File: config.mk
export PLATFORM = sky130hd
export DESIGN_NAME = olfoc_front
export DESIGN_NICKNAME = d
export VERILOG_FILES = /design/src/hdl/olfoc_pkg.sv /design/src/hdl/olfoc_front.sv
export SDC_FILE = /design/constraint.sdc
export NUM_CORES = 1
export LEC_CHECK = 0
export CAP_MARGIN = 20
export CORE_AREA = 5 5 88 90
export DETAILED_ROUTE_END_ITERATION = 6
export DIE_AREA = 0 0 93 95
export DONT_BUFFER_PORTS = 1
export PLACE_DENSITY = 0.69
export SETUP_SLACK_MARGIN = 0.05
export SYNTH_ARGS = -nofsm -noshare
export SYNTH_HDL_FRONTEND = slang
export SYNTH_SLANG_ARGS = --single-unit
File: constraint.sdc
create_clock -name clk -period 15.9 [get_ports clk]
set_clock_uncertainty 0.2 [all_clocks]
set_input_delay 3.18 -clock clk [delete_from_list [all_inputs] [get_ports clk]]
set_output_delay 3.18 -clock clk [all_outputs]
set_load 0.1 [all_outputs]
File: src/hdl/olfoc_pkg.sv
// ----------------------------------------------------------------------------
// olfoc_pkg
// shared types, register codes and fixed-point constants of the open loop
// sine pwm duty block
// ----------------------------------------------------------------------------
`default_nettype none

package olfoc_pkg;

  // interval handling
  localparam int unsigned MAX_INTERVAL_US   = 500000;
  localparam int unsigned SUBST_INTERVAL_US = 1000;
  localparam int DT_W = $clog2(MAX_INTERVAL_US + 1);

  // shaft increment: |v| * dt * gain, then scaled down by 2^24, rounding half up
  localparam int MAG_W  = 16;
  localparam int P1_W   = MAG_W + DT_W;
  localparam int GAIN_W = 26;
  localparam logic [GAIN_W-1:0] VEL_GAIN_Q24 = 26'd44801102;
  localparam int LO_W   = 18;
  localparam int HI_W   = P1_W - LO_W;
  localparam int SUM_W  = P1_W + GAIN_W;
  localparam int INC_LSB = 24;

  // sine table generation and phase arithmetic
  localparam longint HALF_PI_Q30 = 64'sd1686629713;
  localparam logic [16:0] SQRT3_Q16 = 17'd113512;
  localparam logic [14:0] SINE_AMP  = 15'd32767;
  localparam int ALPHA_W = 33;
  localparam int MID_W   = 31;
  localparam int SB_W    = 51;
  localparam int PH_W    = 52;
  localparam int DEN_W   = 48;
  localparam int NUM_W   = 56;

  // configuration port
  localparam int ADDR_W    = 5;
  localparam int REG_IDX_W = 3;
  localparam logic [REG_IDX_W-1:0] REG_TARGET_VELOCITY = 3'd0;
  localparam logic [REG_IDX_W-1:0] REG_DRIVE_VOLTAGE   = 3'd1;
  localparam logic [REG_IDX_W-1:0] REG_SUPPLY_VOLTAGE  = 3'd2;
  localparam logic [REG_IDX_W-1:0] REG_ZERO_OFFSET     = 3'd3;
  localparam logic [REG_IDX_W-1:0] REG_POLE_PAIR_COUNT = 3'd4;

  localparam logic [15:0] RST_TARGET_VELOCITY = 16'd804;
  localparam logic [15:0] RST_DRIVE_VOLTAGE   = 16'd6300;
  localparam logic [15:0] RST_SUPPLY_VOLTAGE  = 16'd12600;
  localparam logic [15:0] RST_ZERO_OFFSET     = 16'd0;
  localparam logic [4:0]  RST_POLE_PAIR_COUNT = 5'd1;

  typedef struct packed {
    logic signed [15:0] target_velocity;
    logic [15:0]        drive_voltage;
    logic [15:0]        supply_voltage;
    logic [15:0]        zero_offset;
    logic [4:0]         pole_pair_count;
  } cfg_t;

  // classified tick as it travels through the queue
  typedef struct packed {
    logic [DT_W-1:0] dt;
    logic            replaced;
  } item_t;

  // sin(x) on the quarter wave, x and result in q30
  function automatic longint quarter_sin(input longint x);
    longint x2;
    longint term;
    longint sum;
    x2   = (x * x) >>> 30;
    term = ((x * x2) >>> 30) / 6;
    sum  = x - term;
    term = ((term * x2) >>> 30) / 20;
    sum  = sum + term;
    term = ((term * x2) >>> 30) / 42;
    sum  = sum - term;
    term = ((term * x2) >>> 30) / 72;
    sum  = sum + term;
    term = ((term * x2) >>> 30) / 110;
    sum  = sum - term;
    term = ((term * x2) >>> 30) / 156;
    sum  = sum + term;
    term = ((term * x2) >>> 30) / 210;
    sum  = sum - term;
    term = ((term * x2) >>> 30) / 272;
    sum  = sum + term;
    return sum;
  endfunction

endpackage

`default_nettype wire

File: src/hdl/olfoc_front.sv
// ----------------------------------------------------------------------------
// olfoc_front
// takes ticks, measures the interval and substitutes bad intervals
// ----------------------------------------------------------------------------
`default_nettype none

module olfoc_front (
  input  logic               clk,
  input  logic               rst,
  input  logic               in_valid,
  output logic               in_stall,
  input  logic [31:0]        now_us,
  output logic               push,
  output olfoc_pkg::item_t   push_item,
  input  logic               queue_full
);

  localparam int DtW = olfoc_pkg::DT_W;

  logic [31:0] previous_time;
  logic [31:0] interval;
  logic        replaced;

  assign in_stall = queue_full;
  assign push     = in_valid & ~queue_full;

  // modular difference gives the true interval across a timestamp wrap
  assign interval = now_us - previous_time;
  assign replaced = (interval == '0) ||
                    (interval > 32'(olfoc_pkg::MAX_INTERVAL_US));

  always_comb begin
    push_item.replaced = replaced;
    push_item.dt = replaced ? DtW'(olfoc_pkg::SUBST_INTERVAL_US) : interval[DtW-1:0];
  end

  always_ff @(posedge clk) begin
    if (rst) begin
      previous_time <= '0;
    end else if (push) begin
      previous_time <= now_us;
    end
  end

endmodule

`default_nettype wire

==> summary.txt <==
Clocking
  – Cts repair resizes: 0
  – Number of buffers inserted for hold repair after clock tree synthesis: 0
  – TritonCTS clock tree: yes
  – Post-CTS setup repair buffer count: 0
  – Clk sinks: 32
  – Max Root-Sink Buffers: 2
  – CTS Buf Count: 5
  – Max H-tree Level: 2
  – Clock latency at the later pin of the worst-skew pair: ~280 ps
  – Clock tree root driver cell: sky130_fd_sc_hd__clkbuf_8
  – Clock-pin slew on the worst setup and hold paths: approximately 60 ps

STA
  – Worst hold margin: 248 ps
  – Final-report hold violation count: 0
  – Tmin final: ~11000 ps
  – Slew at the pin with the worst max-slew slack: between 1000 and 1500 ps
  – RSZ-0062 raised after global routing: no
  – Final number of max-transition violations: 0
  – Slew Limit Headroom: ~30%
  – Final setup viols: 0
  – Total Negative Setup Slacks: 0 ps
  – Peak clock frequency supported by timing: approximately 91 MHz
  – Share of the clock period used by the worst path after layout: 68.8%

Route
  – Highest metal layer with signal wires: met4
  – Met3 Routed Length: between 900 and 1000 um
  – Met2 wire length: 4400 um
  – Number of vias per cell after detailed routing: around 6.4
  – Remaining routing DRC violations: 0
  – Routed met1 length: roughly 4800 um
  – Count of TritonRoute iterations in the first routing pass: 5
  – Mean routed wirelength per cell: ~17 um
  – Remaining antenna violation count after routing: 0
  – Vias: about 3900
  – Starting DRT DRC Count: 415
  – Aggregate routed wire length: 10300 um

Global routing
  – First-pass GRT wire length: 17100 um
  – Vias in the first global route: roughly 3400
  – Pin count of the biggest net entering global routing: 34
  – Remaining global-route overflow: 0
  – Aggregate global-route resource usage: between 20% and 30%
  – Antenna violations before repair: 0

Setup path
  – CP Class: input pin to primary output
  – Critical path destination: push_item[8]
  – Arrival time worst endpoint: 7560 ps
  – Series of cell instances along the critical path: inv_1 -> ha_1 -> fa_1 -> nand2b_1 -> a21oi_2 -> o211a_1 -> o311ai_4 -> a2111oi_1 -> o31ai_1 -> a2111oi_4 -> o2111ai_2 -> or4_1
  – Worst R2R Path Depth: 2
  – Top fanout value on the critical path: 20
  – Critical R2R Capture: previous_time[1]$_SDFFE_PP0P_
  – Critical path launch point: now_us[0]
  – Startpoint class of the critical path: input pin
  – Slowest cell delay on critical path: 1160 ps
  – Required time reported for the critical path endpoint: 12520 ps
  – Reg-to-Reg Start: previous_time[1]$_SDFFE_PP0P_
  – Endpoint class of the critical path: primary output
  – Critical path depth in cells: 12
  – Critical Path Slowest Stage Cell: sky130_fd_sc_hd__or4_1
  – Top cell family by delay on the critical path: compound AO/OA/AOI/OAI gates
  – Total buffers and inverters traversed by the critical path: 1
  – FF-to-FF setup slack: about 15000 ps

Synthesis
  – Library cells used by synthesis: 64
  – Post-Synthesis Net Count: 604
  – Syn Inst Count: between 500 and 600
  – Flops & latches, synth: 32
  – Primary FF master, synth: sky130_fd_sc_hd__dfxtp_1
  – Synth async-reset ratio: 0%
  – Count of flip-flops with a built-in enable after synthesis: 0
  – Post-synthesis area per instance: ~6.8 um2
  – Fraction of the yosys area taken by sequential cells: between 10% and 20%
  – Yosys warning count: 0
  – Mapped Area: between 0.003 and 0.004 mm2

Floorplan
  – Die Outline Area: a little under 0.009 mm2
  – Die width: between 90 and 100 um
  – Starting utilization of the core area: between 50% and 60%
  – Die Ht: 95 um
  – Std cell rows: 31
  – Boundary pin count: 58
  – Core region area: roughly 0.0070 mm2

Placed design
  – Placed Cells: 600
  – Global placer's final weighted congestion: just under 1
  – Count of input and output buffers: 0
  – Post-DP HPWL: between 8000 and 9000 um

Cells and area
  – Antenna Diode Count: 0
  – Final net count: 593
  – Post-route non-filler standard cell count: about 610
  – Layout filler cell count: around 670
  – Area growth from synthesis to final layout: 13.2%
  – Biggest register: previous_time
  – Largest registers ranked by flip-flop count: previous_time (32)
  – Number of flip-flops in the largest register: 32
  – Fraction of the core area covered by cells at the end of the flow: between 50% and 60%
  – Layout cell share with drive strength beyond 1: 10.7%

Flow run
  – Max cap viols: 0

Power
  – Cell Pwr Density: around 67 mW/mm2
  – Total design power: roughly 0.28 mW
  – Leakage dissipation: 1.51 nW
  – Peak supply drop: 0.0518 mV

Worst hold path
  – Hold Crit Class: flip-flop to flip-flop

Outcome
  – Outcome: complete, no violations
-- power breakdown --
part	switching, mW	internal, mW
logic	0.0802	0.0419
registers	0.00179	0.0839
clock network	0.0300	0.0385
-- per-layer routing --
layer  up-vias  GRT usage [%]
met4         0           5.98
li1       1877              -
met3        21           3.43
met5         -              0
met2       175           35.3
met1      1792           36.1
-- how the worst min path moves through the flow --
stage	startpoint	to	slack, ps	cells past startpoint
6_report	previous_time[18]$_SDFFE_PP0P_	previous_time[18]$_SDFFE_PP0P_	250	2
5_1_grt	previous_time[23]$_SDFFE_PP0P_	previous_time[23]$_SDFFE_PP0P_	260	2
4_1_cts	previous_time[21]$_SDFFE_PP0P_	previous_time[21]$_SDFFE_PP0P_	250	2
3_5_place_dp	previous_time[21]$_SDFFE_PP0P_	previous_time[21]$_SDFFE_PP0P_	240	2
3_3_place_gp	previous_time[30]$_SDFFE_PP0P_	previous_time[30]$_SDFFE_PP0P_	240	2
2_1_floorplan	previous_time[4]$_SDFFE_PP0P_	previous_time[4]$_SDFFE_PP0P_	230	2
-- synthesized netlist by cell type (3+ instances only) --
cell / n / area, um2
sky130_fd_sc_hd__a21o_1: 9 / 67.6
sky130_fd_sc_hd__a21oi_1: 69 / 345
sky130_fd_sc_hd__and2_1: 3 / 18.8
sky130_fd_sc_hd__buf_2: 7 / 35.0
sky130_fd_sc_hd__clkbuf_1: 20 / 75.1
sky130_fd_sc_hd__dfxtp_1: 32 / 641
sky130_fd_sc_hd__ha_1: 31 / 388
sky130_fd_sc_hd__inv_1: 37 / 139
sky130_fd_sc_hd__mux2i_1: 4 / 40.0
sky130_fd_sc_hd__nand2_1: 112 / 420
sky130_fd_sc_hd__nand2b_1: 6 / 37.5
sky130_fd_sc_hd__nand3_1: 5 / 25.0
sky130_fd_sc_hd__nand4_1: 10 / 62.6
sky130_fd_sc_hd__nand4b_1: 4 / 35.0
sky130_fd_sc_hd__nor2_1: 30 / 113
sky130_fd_sc_hd__nor2b_1: 3 / 18.8
sky130_fd_sc_hd__nor3_1: 7 / 35.0
sky130_fd_sc_hd__nor4_1: 16 / 100
sky130_fd_sc_hd__o211ai_1: 4 / 30.0
sky130_fd_sc_hd__o21a_1: 8 / 60.1
sky130_fd_sc_hd__o21ai_0: 28 / 140
sky130_fd_sc_hd__o31ai_1: 4 / 30.0
sky130_fd_sc_hd__or2_2: 5 / 31.3
sky130_fd_sc_hd__or4_1: 4 / 30.0
sky130_fd_sc_hd__xnor2_1: 10 / 87.6
sky130_fd_sc_hd__xor2_1: 12 / 105
-- layout by cell type (no fill, tap or decap), types with 7 or more instances in the layout --
cell,count
sky130_fd_sc_hd__nor2_1,30
sky130_fd_sc_hd__o21a_1,8
sky130_fd_sc_hd__xnor2_1,9
sky130_fd_sc_hd__nand4_1,10
sky130_fd_sc_hd__a21oi_1,69
sky130_fd_sc_hd__dfxtp_1,32
sky130_fd_sc_hd__clkbuf_16,13
sky130_fd_sc_hd__nor3_1,7
sky130_fd_sc_hd__a21o_1,9
sky130_fd_sc_hd__xor2_1,12
sky130_fd_sc_hd__inv_1,36
sky130_fd_sc_hd__clkbuf_8,7
sky130_fd_sc_hd__nor4_2,13
sky130_fd_sc_hd__o21ai_0,28
sky130_fd_sc_hd__nand2_1,112
sky130_fd_sc_hd__ha_1,31
-- worst register-to-register path, delay by kind of cell, from the launching register on --
kind               cells  cell delay [ps]
AOI/OAI and AO/OA      1              130
DFF                    1              370
and+or+nand+nor        1               60
-- cell type report --
type | instances | area, um2 | share of cell area, %
Timing Repair Buffer | 15 | 340 | 8.25
Inverter | 37 | 139 | 3.37
Clock buffer | 7 | 96.3 | 2.34
Multi-Input combinational cell | 434 | 2800 | 68.0
Sequential cell | 32 | 641 | 15.5
Tap cell | 82 | 103 | 2.49
-- per-stage QoR --
step / instance area (um2) / setup WS, ps
after CTS: 4120 / 5000
after global routing: 4120 / 4730
final: 4120 / 4960
after detailed placement: 4030 / 5000
after floorplan: 3640 / 3680
after global placement: 4030 / 5190
-- cell families after synthesis --
group / after synthesis / synth area share (%)
adder cells (fa/ha/maj): 32 / 11.2
XOR/XNOR: 22 / 5.29
flip-flops: 32 / 17.6
multiplexers: 5 / 1.41
AND/OR/NAND/NOR: 217 / 28.2
buffers and inverters: 70 / 8.07
AO/OA/AOI/OAI: 158 / 28.2
(Power assumes the default switching activity.)
