==> src/hdl/olfoc_pkg.sv <==
// ----------------------------------------------------------------------------
// olfoc_pkg
// shared types, register codes and fixed-point constants of the open loop
// sine pwm duty block
// ----------------------------------------------------------------------------
`default_nettype none

package olfoc_pkg;

  // interval handling
  localparam int unsigned MAX_INTERVAL_US   = 500000;
  localparam int unsigned SUBST_INTERVAL_US = 1000;
  localparam int DT_W = $clog2(MAX_INTERVAL_US + 1);

  // shaft increment: |v| * dt * gain, then scaled down by 2^24, rounding half up
  localparam int MAG_W  = 16;
  localparam int P1_W   = MAG_W + DT_W;
  localparam int GAIN_W = 26;
  localparam logic [GAIN_W-1:0] VEL_GAIN_Q24 = 26'd44801102;
  localparam int LO_W   = 18;
  localparam int HI_W   = P1_W - LO_W;
  localparam int SUM_W  = P1_W + GAIN_W;
  localparam int INC_LSB = 24;

  // sine table generation and phase arithmetic
  localparam longint HALF_PI_Q30 = 64'sd1686629713;
  localparam logic [16:0] SQRT3_Q16 = 17'd113512;
  localparam logic [14:0] SINE_AMP  = 15'd32767;
  localparam int ALPHA_W = 33;
  localparam int MID_W   = 31;
  localparam int SB_W    = 51;
  localparam int PH_W    = 52;
  localparam int DEN_W   = 48;
  localparam int NUM_W   = 56;

  // configuration port
  localparam int ADDR_W    = 5;
  localparam int REG_IDX_W = 3;
  localparam logic [REG_IDX_W-1:0] REG_TARGET_VELOCITY = 3'd0;
  localparam logic [REG_IDX_W-1:0] REG_DRIVE_VOLTAGE   = 3'd1;
  localparam logic [REG_IDX_W-1:0] REG_SUPPLY_VOLTAGE  = 3'd2;
  localparam logic [REG_IDX_W-1:0] REG_ZERO_OFFSET     = 3'd3;
  localparam logic [REG_IDX_W-1:0] REG_POLE_PAIR_COUNT = 3'd4;

  localparam logic [15:0] RST_TARGET_VELOCITY = 16'd804;
  localparam logic [15:0] RST_DRIVE_VOLTAGE   = 16'd6300;
  localparam logic [15:0] RST_SUPPLY_VOLTAGE  = 16'd12600;
  localparam logic [15:0] RST_ZERO_OFFSET     = 16'd0;
  localparam logic [4:0]  RST_POLE_PAIR_COUNT = 5'd1;

  typedef struct packed {
    logic signed [15:0] target_velocity;
    logic [15:0]        drive_voltage;
    logic [15:0]        supply_voltage;
    logic [15:0]        zero_offset;
    logic [4:0]         pole_pair_count;
  } cfg_t;

  // classified tick as it travels through the queue
  typedef struct packed {
    logic [DT_W-1:0] dt;
    logic            replaced;
  } item_t;

  // sin(x) on the quarter wave, x and result in q30
  function automatic longint quarter_sin(input longint x);
    longint x2;
    longint term;
    longint sum;
    x2   = (x * x) >>> 30;
    term = ((x * x2) >>> 30) / 6;
    sum  = x - term;
    term = ((term * x2) >>> 30) / 20;
    sum  = sum + term;
    term = ((term * x2) >>> 30) / 42;
    sum  = sum - term;
    term = ((term * x2) >>> 30) / 72;
    sum  = sum + term;
    term = ((term * x2) >>> 30) / 110;
    sum  = sum - term;
    term = ((term * x2) >>> 30) / 156;
    sum  = sum + term;
    term = ((term * x2) >>> 30) / 210;
    sum  = sum - term;
    term = ((term * x2) >>> 30) / 272;
    sum  = sum + term;
    return sum;
  endfunction

endpackage

`default_nettype wire

==> src/hdl/olfoc_queue.sv <==
// ----------------------------------------------------------------------------
// olfoc_queue
// two-entry queue between the tick front end and the duty sequencer
// ----------------------------------------------------------------------------
`default_nettype none

module olfoc_queue (
  input  logic             clk,
  input  logic             rst,
  input  logic             push,
  input  olfoc_pkg::item_t push_item,
  output logic             full,
  input  logic             pop,
  output olfoc_pkg::item_t pop_item,
  output logic             not_empty
);

  localparam logic [1:0] Depth = 2'd2;

  olfoc_pkg::item_t entries [2];
  logic             wr_ptr;
  logic             rd_ptr;
  logic [1:0]       count;

  assign full      = (count == Depth);
  assign not_empty = (count != 2'd0);
  assign pop_item  = entries[rd_ptr];

  always_ff @(posedge clk) begin
    if (push) begin
      entries[wr_ptr] <= push_item;
    end
  end

  always_ff @(posedge clk) begin
    if (rst) begin
      wr_ptr <= 1'b0;
      rd_ptr <= 1'b0;
      count  <= 2'd0;
    end else begin
      if (push) begin
        wr_ptr <= ~wr_ptr;
      end
      if (pop) begin
        rd_ptr <= ~rd_ptr;
      end
      case ({push, pop})
        2'b10:   count <= count + 2'd1;
        2'b01:   count <= count - 2'd1;
        default: count <= count;
      endcase
    end
  end

`ifndef SYNTHESIS
  a_no_overflow: assert property (@(posedge clk) disable iff (rst)
    full |-> !push)
    else $error("queue written while full");
`endif

endmodule

`default_nettype wire

==> config.mk <==
export PLATFORM = sky130hd
export DESIGN_NAME = olfoc_queue
export DESIGN_NICKNAME = d
export VERILOG_FILES = /design/src/hdl/olfoc_pkg.sv /design/src/hdl/olfoc_queue.sv
export SDC_FILE = /design/constraint.sdc
export NUM_CORES = 1
export LEC_CHECK = 0
export BUFFER_PORTS_ARGS = -buffer_cell sky130_fd_sc_hd__buf_2
export CAP_MARGIN = 15
export CORE_ASPECT_RATIO = 2
export CORE_MARGIN = 10
export CORE_UTILIZATION = 50
export CTS_CLUSTER_DIAMETER = 40
export DETAILED_ROUTE_END_ITERATION = 8
export GPL_ROUTABILITY_DRIVEN = 0
export PLACE_DENSITY = 0.89
export SYNTH_ARGS = -nofsm -noshare
export SYNTH_HDL_FRONTEND = slang
export SYNTH_SLANG_ARGS = --single-unit
export TNS_END_PERCENT = 1
==> constraint.sdc <==
create_clock -name clk -period 1.94 [get_ports clk]
set_input_delay 0.097 -clock clk [delete_from_list [all_inputs] [get_ports clk]]
set_output_delay 0.097 -clock clk [all_outputs]
set_load 0.1 [all_outputs]
==> flow_summary.json, run 1 <==
{
  "outcome": "completed",
  "p_int_mw": 1.71,
  "vdd_drop_max_mv": 0.770,
  "required_ns": 1.84,
  "r2r-start": "wr_ptr",
  "drt_iter0_markers": 25,
  "tightest_slew_ns": 0.491,
  "leakage_nw": 0.985,
  "syn2layout_area_growth_pct": 53.7,
  "antenna_found_initial": 0,
  "crit_type": "flop to output port",
  "min-delay-start": "push_item[3]",
  "syn_area_per_cell_um2": 19.6,
  "synth_top_cell_by_area": "edfxtp_1",
  "grt_overflow_total": 0,
  "wl_per_cell_um": 21.2,
  "clk_pin_slew_ns": 0.08,
  "period_share": 0.773,
  "dieArea_um2": 6120,
  "finalSetupTns_ns": 0,
  "clock_sinks": 45,
  "cts_setup_buffers": 0,
  "firstDrtPassIters": 4,
  "synth-seq-area-share": 0.791,
  "start_util": 0.521,
  "layout_common_cells": "40 x edfxtp_1, 25 x buf_2, 20 x mux2_2, 20 x buf_12, 19 x dlygate4sd3_1",
  "clockPowerShare": 0.226,
  "rsz0062_at_grt": "false",
  "rrSetupSlack_ns": 0.83,
  "pwr-share-comb": 0.327,
  "worst_setup_path_start_kind": "flop",
  "worstSkewPairLatency_ns": 0.29,
  "vias": 1016,
  "postLayoutCellArea_um2": 2530,
  "grt_pass1_wl_um": 6510,
  "max-clock-path-buffers": 2,
  "power.density_nw_per_um2": 1020,
  "hold_viol_final": 0,
  "diodes": 0,
  "netlist.area_leader.share": 0.731,
  "mostFrequentLayoutCell": "edfxtp_1",
  "htree_levels": 2,
  "wl_um": 4050,
  "syn_area_um2": 1640,
  "grt_pass1_vias": 1224,
  "io_pins": 46,
  "cts_tree": "done",
  "r2r_end": "entries[1][5]",
  "hpwlAfterDp_um": 2640,
  "hp-class": "input port to flop",
  "vias_per_cell": 5.32,
  "die_h_um": 101,
  "synthCells": 84,
  "synth.top_cells.by_area": "edfxtp_1 73%, mux2_2 14%, dfxtp_1 6.1%",
  "slew_viol_final": 0,
  "finalPower_mw": 2.57,
  "core.rowCount": 29,
  "dpl_cell_area_um2": 2250,
  "nets": 184,
  "crit_fanout": 11,
  "switching_power_mw": 0.858,
  "slew-limit-headroom": 0.675,
  "highest_layer": "met4",
  "worst_hold_slack_ns": 0.0204,
  "finClkSkew_ns": 0.00383,
  "finalCriticalPeriod_ns": 1.50,
  "grt_max_degree": 14,
  "numCtsBuffers": 5,
  "drive_above_1_share": 0.500,
  "cp-end-kind": "output port",
  "setup_viol": 0,
  "synth_cell_types": 15,
  "post-route-drc-count": 0,
  "dr_wl_met3_um": 338,
  "ant_nets": 0,
  "wl_met2_um": 2220,
  "ys_ff_latch": 45,
  "core_um2": 3160,
  "p_sw_frac": 0.334,
  "seqPwrFrac": 0.447,
  "r2r_cells": 2,
  "io_buffers": 45,
  "syn_nets": 109,
  "wl_met1_um": 1400,
  "timing.fmax_ghz": 0.667,
  "cts_root_buf": "clkbuf_8",
  "grt.total_usage": 0.145,
  "die_w_um": 60.5,
  "critPathArrivalTime_ns": 1.40,
  "max_cap_viol_count": 0,
  "worstSetupEndpoint": "pop_item[5]",
  "min_path_cells": 1,
  "yosys_warnings": 0
}
-- final cells by class --
class                           instances  area, um2
Clock buffer                            8       90.1
Inverter                                1       3.75
Tap cell                               31       38.8
Fill cell                             148        631
Timing Repair Buffer                   70        761
Sequential cell                        45       1300
Multi-Input combinational cell         36        332
-- metal layers --
layer / up-vias / GRT usage
met5: - / 0
met4: 0 / 0.0645
met3: 7 / 0.0619
met2: 41 / 0.241
met1: 502 / 0.149
li1: 466 / -
-- cell usage after synthesis, drive strengths merged --
master	number
inv	1
or2	1
mux2	20
and2	1
buf	2
a21oi	1
xnor2	3
xor2	1
nor2	5
or3	1
o21ai	1
ha	1
edfxtp	40
dfxtp	5
and2b	1
-- worst max-delay path, cell delays in order, from the launching register on --
cell and delay [ns]:
dfxtp_1 0.35, buf_4 0.21, mux2_2 0.38, buf_12 0.17
-- registers in the layout, summed over array words and instances (netlist names), named ones only --
name and count:
rd_ptr 1, count 2, wr_ptr 1, entries 40
-- worst min path at each step --
stage                     end  slack (ns)
5_1_grt         entries[0][3]        0.01
4_1_cts         entries[1][3]      0.0007
3_5_place_dp   entries[0][10]        0.29
3_3_place_gp    entries[1][4]        0.28
2_1_floorplan        count[1]        0.17
6_report        entries[1][3]        0.02
-- what timing repair did --
item,4_1_cts,5_1_grt
resized for setup,0,0
endpoints found under the hold margin,37,0
setup endpoints to repair,0,0
hold buffers,19,0
-- power groups by stage --
stage          registers, mW  logic, mW  clock network [mW]
3_5_place_dp            1.17      0.808                   0
6_report                1.15      0.841               0.581
2_1_floorplan           1.16      0.516                   0
4_1_cts                 1.15      0.842               0.584
5_1_grt                 1.16      0.866               0.630
3_3_place_gp            1.16      0.791                   0
-- per-stage QoR --
stage | std cells | utilization | worst slack [ns]
6_report | 191 | 0.800 | 0.441
3_3_place_gp | 164 | 0.711 | 0.799
2_1_floorplan | 84 | - | 0.354
3_5_place_dp | 164 | 0.711 | 0.690
4_1_cts | 191 | 0.800 | 0.420
5_1_grt | 191 | 0.800 | 0.381
-- cell families after synthesis --
logic type,Yosys count,synth area share
AND/OR/NAND/NOR,9,0.0282
buffers and inverters,3,0.00837
XOR/XNOR,4,0.0213
multiplexers,20,0.137
flip-flops,45,0.791
AO/OA/AOI/OAI,2,0.00608
adder cells (fa/ha/maj),1,0.00761
Power figures use the tool's default switching activity.
==> run 2: changes to the inputs <==
Clock period 1.94 ns to 1.49 ns, I/O delays scaled along.
==> run 2 against run 1 <==
  * Cell count rose by 0.52%
  * Hold slack improved by 0.0019 ns
  * Sequential power rose by 30%
  * First-iteration DRC count fell by 68%
  * Via count fell by 2.6%
  * Die area did not move
  * Design area rose by 1.6%
  * Non-clock buffer count rose by 1
  * Core utilization rose by 1.3 points
  * Wire length fell by 6.1%
  * Critical path depth did not move
  * Total power rose by 30%
  * Critical path type unchanged
==> flow_summary.json, run 2 (synthesis results as in run 1) <==
{
  "htree_levels": 2,
  "syn2layout_area_growth_pct": 56.2,
  "largest_reg_flops": 40,
  "max-clock-path-buffers": 2,
  "dpl_cell_area_um2": 2250,
  "power.density_nw_per_um2": 1300,
  "grt_max_degree": 21,
  "finalCriticalPeriod_ns": 1.46,
  "finClkSkew_ns": 0.00375,
  "p_sw_frac": 0.328,
  "grt_pass1_vias": 1108,
  "die_w_um": 60.5,
  "tightest_slew_ns": 0.495,
  "die_h_um": 101,
  "min_path_cells": 2,
  "outcome": "completed",
  "post-route-drc-count": 0,
  "diodes": 0,
  "timing.fmax_ghz": 0.685,
  "r2r_cells": 2,
  "crit_fanout": 10,
  "min-delay-start": "rst",
  "io_buffers": 45,
  "worst_setup_path_start_kind": "flop",
  "vias": 990,
  "layout_common_cells": "40 x edfxtp_1, 25 x buf_2, 21 x buf_12, 20 x mux2_2, 20 x dlygate4sd3_1",
  "slew_viol_final": 0,
  "period_share": 0.980,
  "pwr-share-comb": 0.331,
  "slowest_delay_ns": 0.39,
  "setup_viol": 0,
  "ant_nets": 0,
  "io_pins": 46,
  "clock_sinks": 45,
  "cts_root_buf": "clkbuf_8",
  "cp-end-kind": "output port",
  "drive_above_1_share": 0.503,
  "cp_cell_sequence": "clkbuf_16, mux2_2, buf_12",
  "mostFrequentLayoutCell": "edfxtp_1",
  "max_cap_viol_count": 0,
  "clockPowerShare": 0.221,
  "r2r-start": "wr_ptr",
  "firstDrtPassIters": 4,
  "crit_slowest_cell": "dfxtp_2",
  "setup_slack_ns": 0.0305,
  "numCtsBuffers": 5,
  "antenna_found_initial": 0,
  "start_util": 0.521,
  "grt_pass1_wl_um": 5910,
  "grt.total_usage": 0.131,
  "seqPwrFrac": 0.448,
  "leakage_nw": 1.00,
  "slew-limit-headroom": 0.672,
  "dieArea_um2": 6120,
  "core.rowCount": 29,
  "postLayoutCellArea_um2": 2570,
  "cts_tree": "done",
  "core_um2": 3160,
  "nets": 185,
  "grt_overflow_total": 0,
  "required_ns": 1.42,
  "hp-class": "input port to flop",
  "vias_per_cell": 5.16,
  "wl_per_cell_um": 19.8,
  "drt_iter0_markers": 8,
  "cts_setup_buffers": 0,
  "worstSkewPairLatency_ns": 0.29,
  "switching_power_mw": 1.10,
  "critPathArrivalTime_ns": 1.38,
  "hpwlAfterDp_um": 2420,
  "crit_type": "flop to output port",
  "p_int_mw": 2.25,
  "dp_slack_ns": 0.295,
  "wl_um": 3810,
  "reg_top3": "entries (40), count (2)",
  "vdd_drop_max_mv": 0.990,
  "hold_viol_final": 0,
  "regMostFlops": "entries",
  "clk_pin_slew_ns": 0.07
}
## run 2: changes by cell type in the layout (fill, tap and decap cells not counted), sizes merged
cell,previous run,this run
clkbuf,8,9
buf,51,50
dlygate4sd3,19,20
## run 2: stage by stage
| step | TNS, ns | utilization | power, mW | std cells | hold slack (ns) |
|---|---|---|---|---|---|
| floorplan | 0 | - | 2.18 | 84 | 0.144 |
| CTS | 0 | 0.805 | 3.34 | 191 | 0.00305 |
| finish | 0 | 0.813 | 3.34 | 192 | 0.0222 |
| detailed placement | 0 | 0.713 | 2.57 | 163 | 0.266 |
| global placement | 0 | 0.713 | 2.55 | 163 | 0.263 |
| global route | -0.00418 | 0.813 | 3.46 | 192 | 0.0119 |
## run 2: routing by layer
| layer | vias up | global-route usage | routed length, um |
|---|---|---|---|
| li1 | 466 | - | - |
| met1 | 490 | 0.138 | 1300 |
| met2 | 28 | 0.229 | 2240 |
| met3 | 6 | 0.0429 | 197 |
| met4 | 0 | 0.0509 | 66 |
| met5 | - | 0 | 0 |
## run 2: path summary, 6_finish.rpt
path / to / slack, ns
worst min-delay path: flop / 0.02
worst max register to register: entries[1][12] / 0.34
worst max-delay path: pop_item[18] / 0.03
worst min register to register: flop / 0.55
## run 2: area by class of cell
class	instances	area [um2]
inverters	1	3.75
flip-flops and latches	45	1300
repair buffers	71	801
clock buffers	8	90.1
fillers	142	589
multi-input cells	36	332
well taps	31	38.8
## run 2: what timing repair did
item | 4_1_cts | 5_1_grt
gates resized for setup | 0 | 1
endpoints found under the hold margin | 40 | 0
hold buffers | 20 | 0
endpoints found under the setup margin | 0 | 2
## run 2: worst max-delay path, delay by kind of cell (launching register included)
family | cells | cell delay [ns]
flops | 1 | 0.39
mux | 1 | 0.36
buf+inv | 2 | 0.35
## run 2: power groups by stage
stage               clock [mW]  sequential (mW)  combinational (mW)
floorplan                    0             1.51               0.672
global placement             0             1.51                1.03
detailed placement           0             1.52                1.05
CTS                      0.751             1.49                1.10
global route             0.814             1.50                1.14
finish                   0.739             1.50                1.11
==> run 3: changes to the inputs <==
Settings changed: PLACE_DENSITY 0.89 to 0.77.
==> run 3 against run 2 <==
  * Fmax increased by 0.23%
  * Non-clock buffer count decreased by 1
  * Sequential share of layout area decreased by 0.25 points
==> flow_summary.json, run 3 (synthesis results as in run 1) <==
{
  "wl_um": 3520,
  "min_path_cells": 3,
  "syn2layout_area_growth_pct": 56.9,
  "layout_common_cells": "40 x edfxtp_1, 25 x buf_2, 21 x dlygate4sd3_1, 21 x buf_12, 20 x mux2_2",
  "fillers": 152,
  "worst_setup_path_start_kind": "flop",
  "drt_iter0_markers": 18,
  "dieArea_um2": 6120,
  "drive_above_1_share": 0.500,
  "mostFrequentLayoutCell": "edfxtp_1",
  "finClkSkew_ns": 0.00812,
  "grt_pass1_wl_um": 5660,
  "crit_fanout": 10,
  "grt_pass1_vias": 1133,
  "switching_power_mw": 1.10,
  "finalPower_mw": 3.46,
  "slew-limit-headroom": 0.674,
  "clockPowerShare": 0.252,
  "post-route-drc-count": 0,
  "diodes": 0,
  "power.density_nw_per_um2": 1340,
  "cp-end-kind": "output port",
  "p_int_mw": 2.36,
  "cts_tree": "done",
  "start_util": 0.521,
  "max_cap_viol_count": 0,
  "grt_overflow_total": 0,
  "grt.total_usage": 0.123,
  "hpwlAfterDp_um": 2400,
  "hp-class": "input port to flop",
  "dpl_cell_area_um2": 2220,
  "worst_hold_slack_ns": 0.0862,
  "nets": 184,
  "hold_viol_final": 0,
  "crit_type": "flop to output port",
  "cts_root_buf": "clkbuf_8",
  "vdd_drop_max_mv": 1.25,
  "grt_max_degree": 21,
  "vias_per_cell": 5.11,
  "htree_levels": 2,
  "core.rowCount": 29,
  "die_h_um": 101,
  "numCtsBuffers": 5,
  "r2r-start": "wr_ptr",
  "finalCriticalPeriod_ns": 1.46,
  "reg_top3": "entries (40), count (2)",
  "worstSkewPairLatency_ns": 0.29,
  "slew_viol_final": 0,
  "postLayoutCellArea_um2": 2580,
  "die_w_um": 60.5,
  "outcome": "completed",
  "firstDrtPassIters": 4,
  "pwr-share-comb": 0.316,
  "ant_nets": 0,
  "required_ns": 1.42,
  "setup_viol": 0,
  "min_to": "wr_ptr",
  "timing.fmax_ghz": 0.687,
  "min-delay-start": "push",
  "clock_sinks": 45,
  "antenna_found_initial": 0,
  "rrSetupSlack_ns": 0.32,
  "io_pins": 46,
  "r2r_end": "entries[1][7]",
  "seqPwrFrac": 0.432,
  "core_um2": 3160,
  "clk_pin_slew_ns": 0.08,
  "period_share": 0.977,
  "io_buffers": 45,
  "max-clock-path-buffers": 2,
  "p_sw_frac": 0.318,
  "vias": 976,
  "largest_reg_flops": 40,
  "r2r_cells": 2,
  "leakage_nw": 1.00,
  "critPathArrivalTime_ns": 1.38,
  "tightest_slew_ns": 0.492,
  "wl_per_cell_um": 18.4,
  "regMostFlops": "entries"
}
run 3: cell type report:
| type | instances | area (um2) | share of cell area |
|---|---|---|---|
| Timing Repair Buffer | 70 | 796 | 0.308 |
| Inverter | 1 | 3.75 | 0.00145 |
| Sequential cell | 45 | 1300 | 0.505 |
| Clock buffer | 6 | 72.6 | 0.0281 |
| Tap cell | 31 | 38.8 | 0.0150 |
| Clock inverter | 2 | 35.0 | 0.0136 |
| Multi-Input combinational cell | 36 | 332 | 0.129 |
run 3: worst max path at each step:
stage / startpoint / slack (ns) / depth (start not counted) / end
floorplan: wr_ptr / 0.21 / 1 / entries[1][0]
global placement: flop / 0.27 / 3 / pop_item[10]
detailed placement: flop / 0.27 / 3 / pop_item[10]
CTS: flop / 0.004 / 3 / pop_item[0]
global route: flop / -0.008 / 3 / pop_item[1]
finish: flop / 0.03 / 3 / pop_item[7]
run 3: repair_timing:
action / 4_1_cts / 5_1_grt
hold endpoints to repair: 43 / 0
gates resized for setup: 1 / 3
buffers inserted: 0 / 0
gates cloned: 0 / 1
setup endpoints to repair: 20 / 20
hold buffers: 21 / 0
run 3: worst max-delay path: stages (launching register included):
cell and delay [ns]:
dfxtp_2 0.38, clkbuf_16 0.17, mux2_2 0.36, buf_12 0.17
run 3: metal layers:
layer  wire, um  GRT usage
met4         61     0.0560
met5          0          0
met3        215     0.0442
met2       2030      0.214
met1       1210      0.123
run 3: power groups by stage:
stage | Clock [mW] | Sequential [mW] | Combinational (mW)
2_1_floorplan | 0 | 1.51 | 0.672
3_3_place_gp | 0 | 1.51 | 1.02
3_5_place_dp | 0 | 1.52 | 1.04
4_1_cts | 0.895 | 1.49 | 1.08
5_1_grt | 0.931 | 1.51 | 1.13
6_report | 0.872 | 1.50 | 1.10
run 3: stage by stage:
stage	setup WS (ns)	utilization	cells	setup TNS [ns]
final	0.0339	0.817	191	0
after global routing	-0.00828	0.817	191	-0.0456
after floorplan	0.209	-	84	0
after global placement	0.272	0.704	161	0
after detailed placement	0.273	0.704	161	0
after CTS	0.00398	0.806	190	0
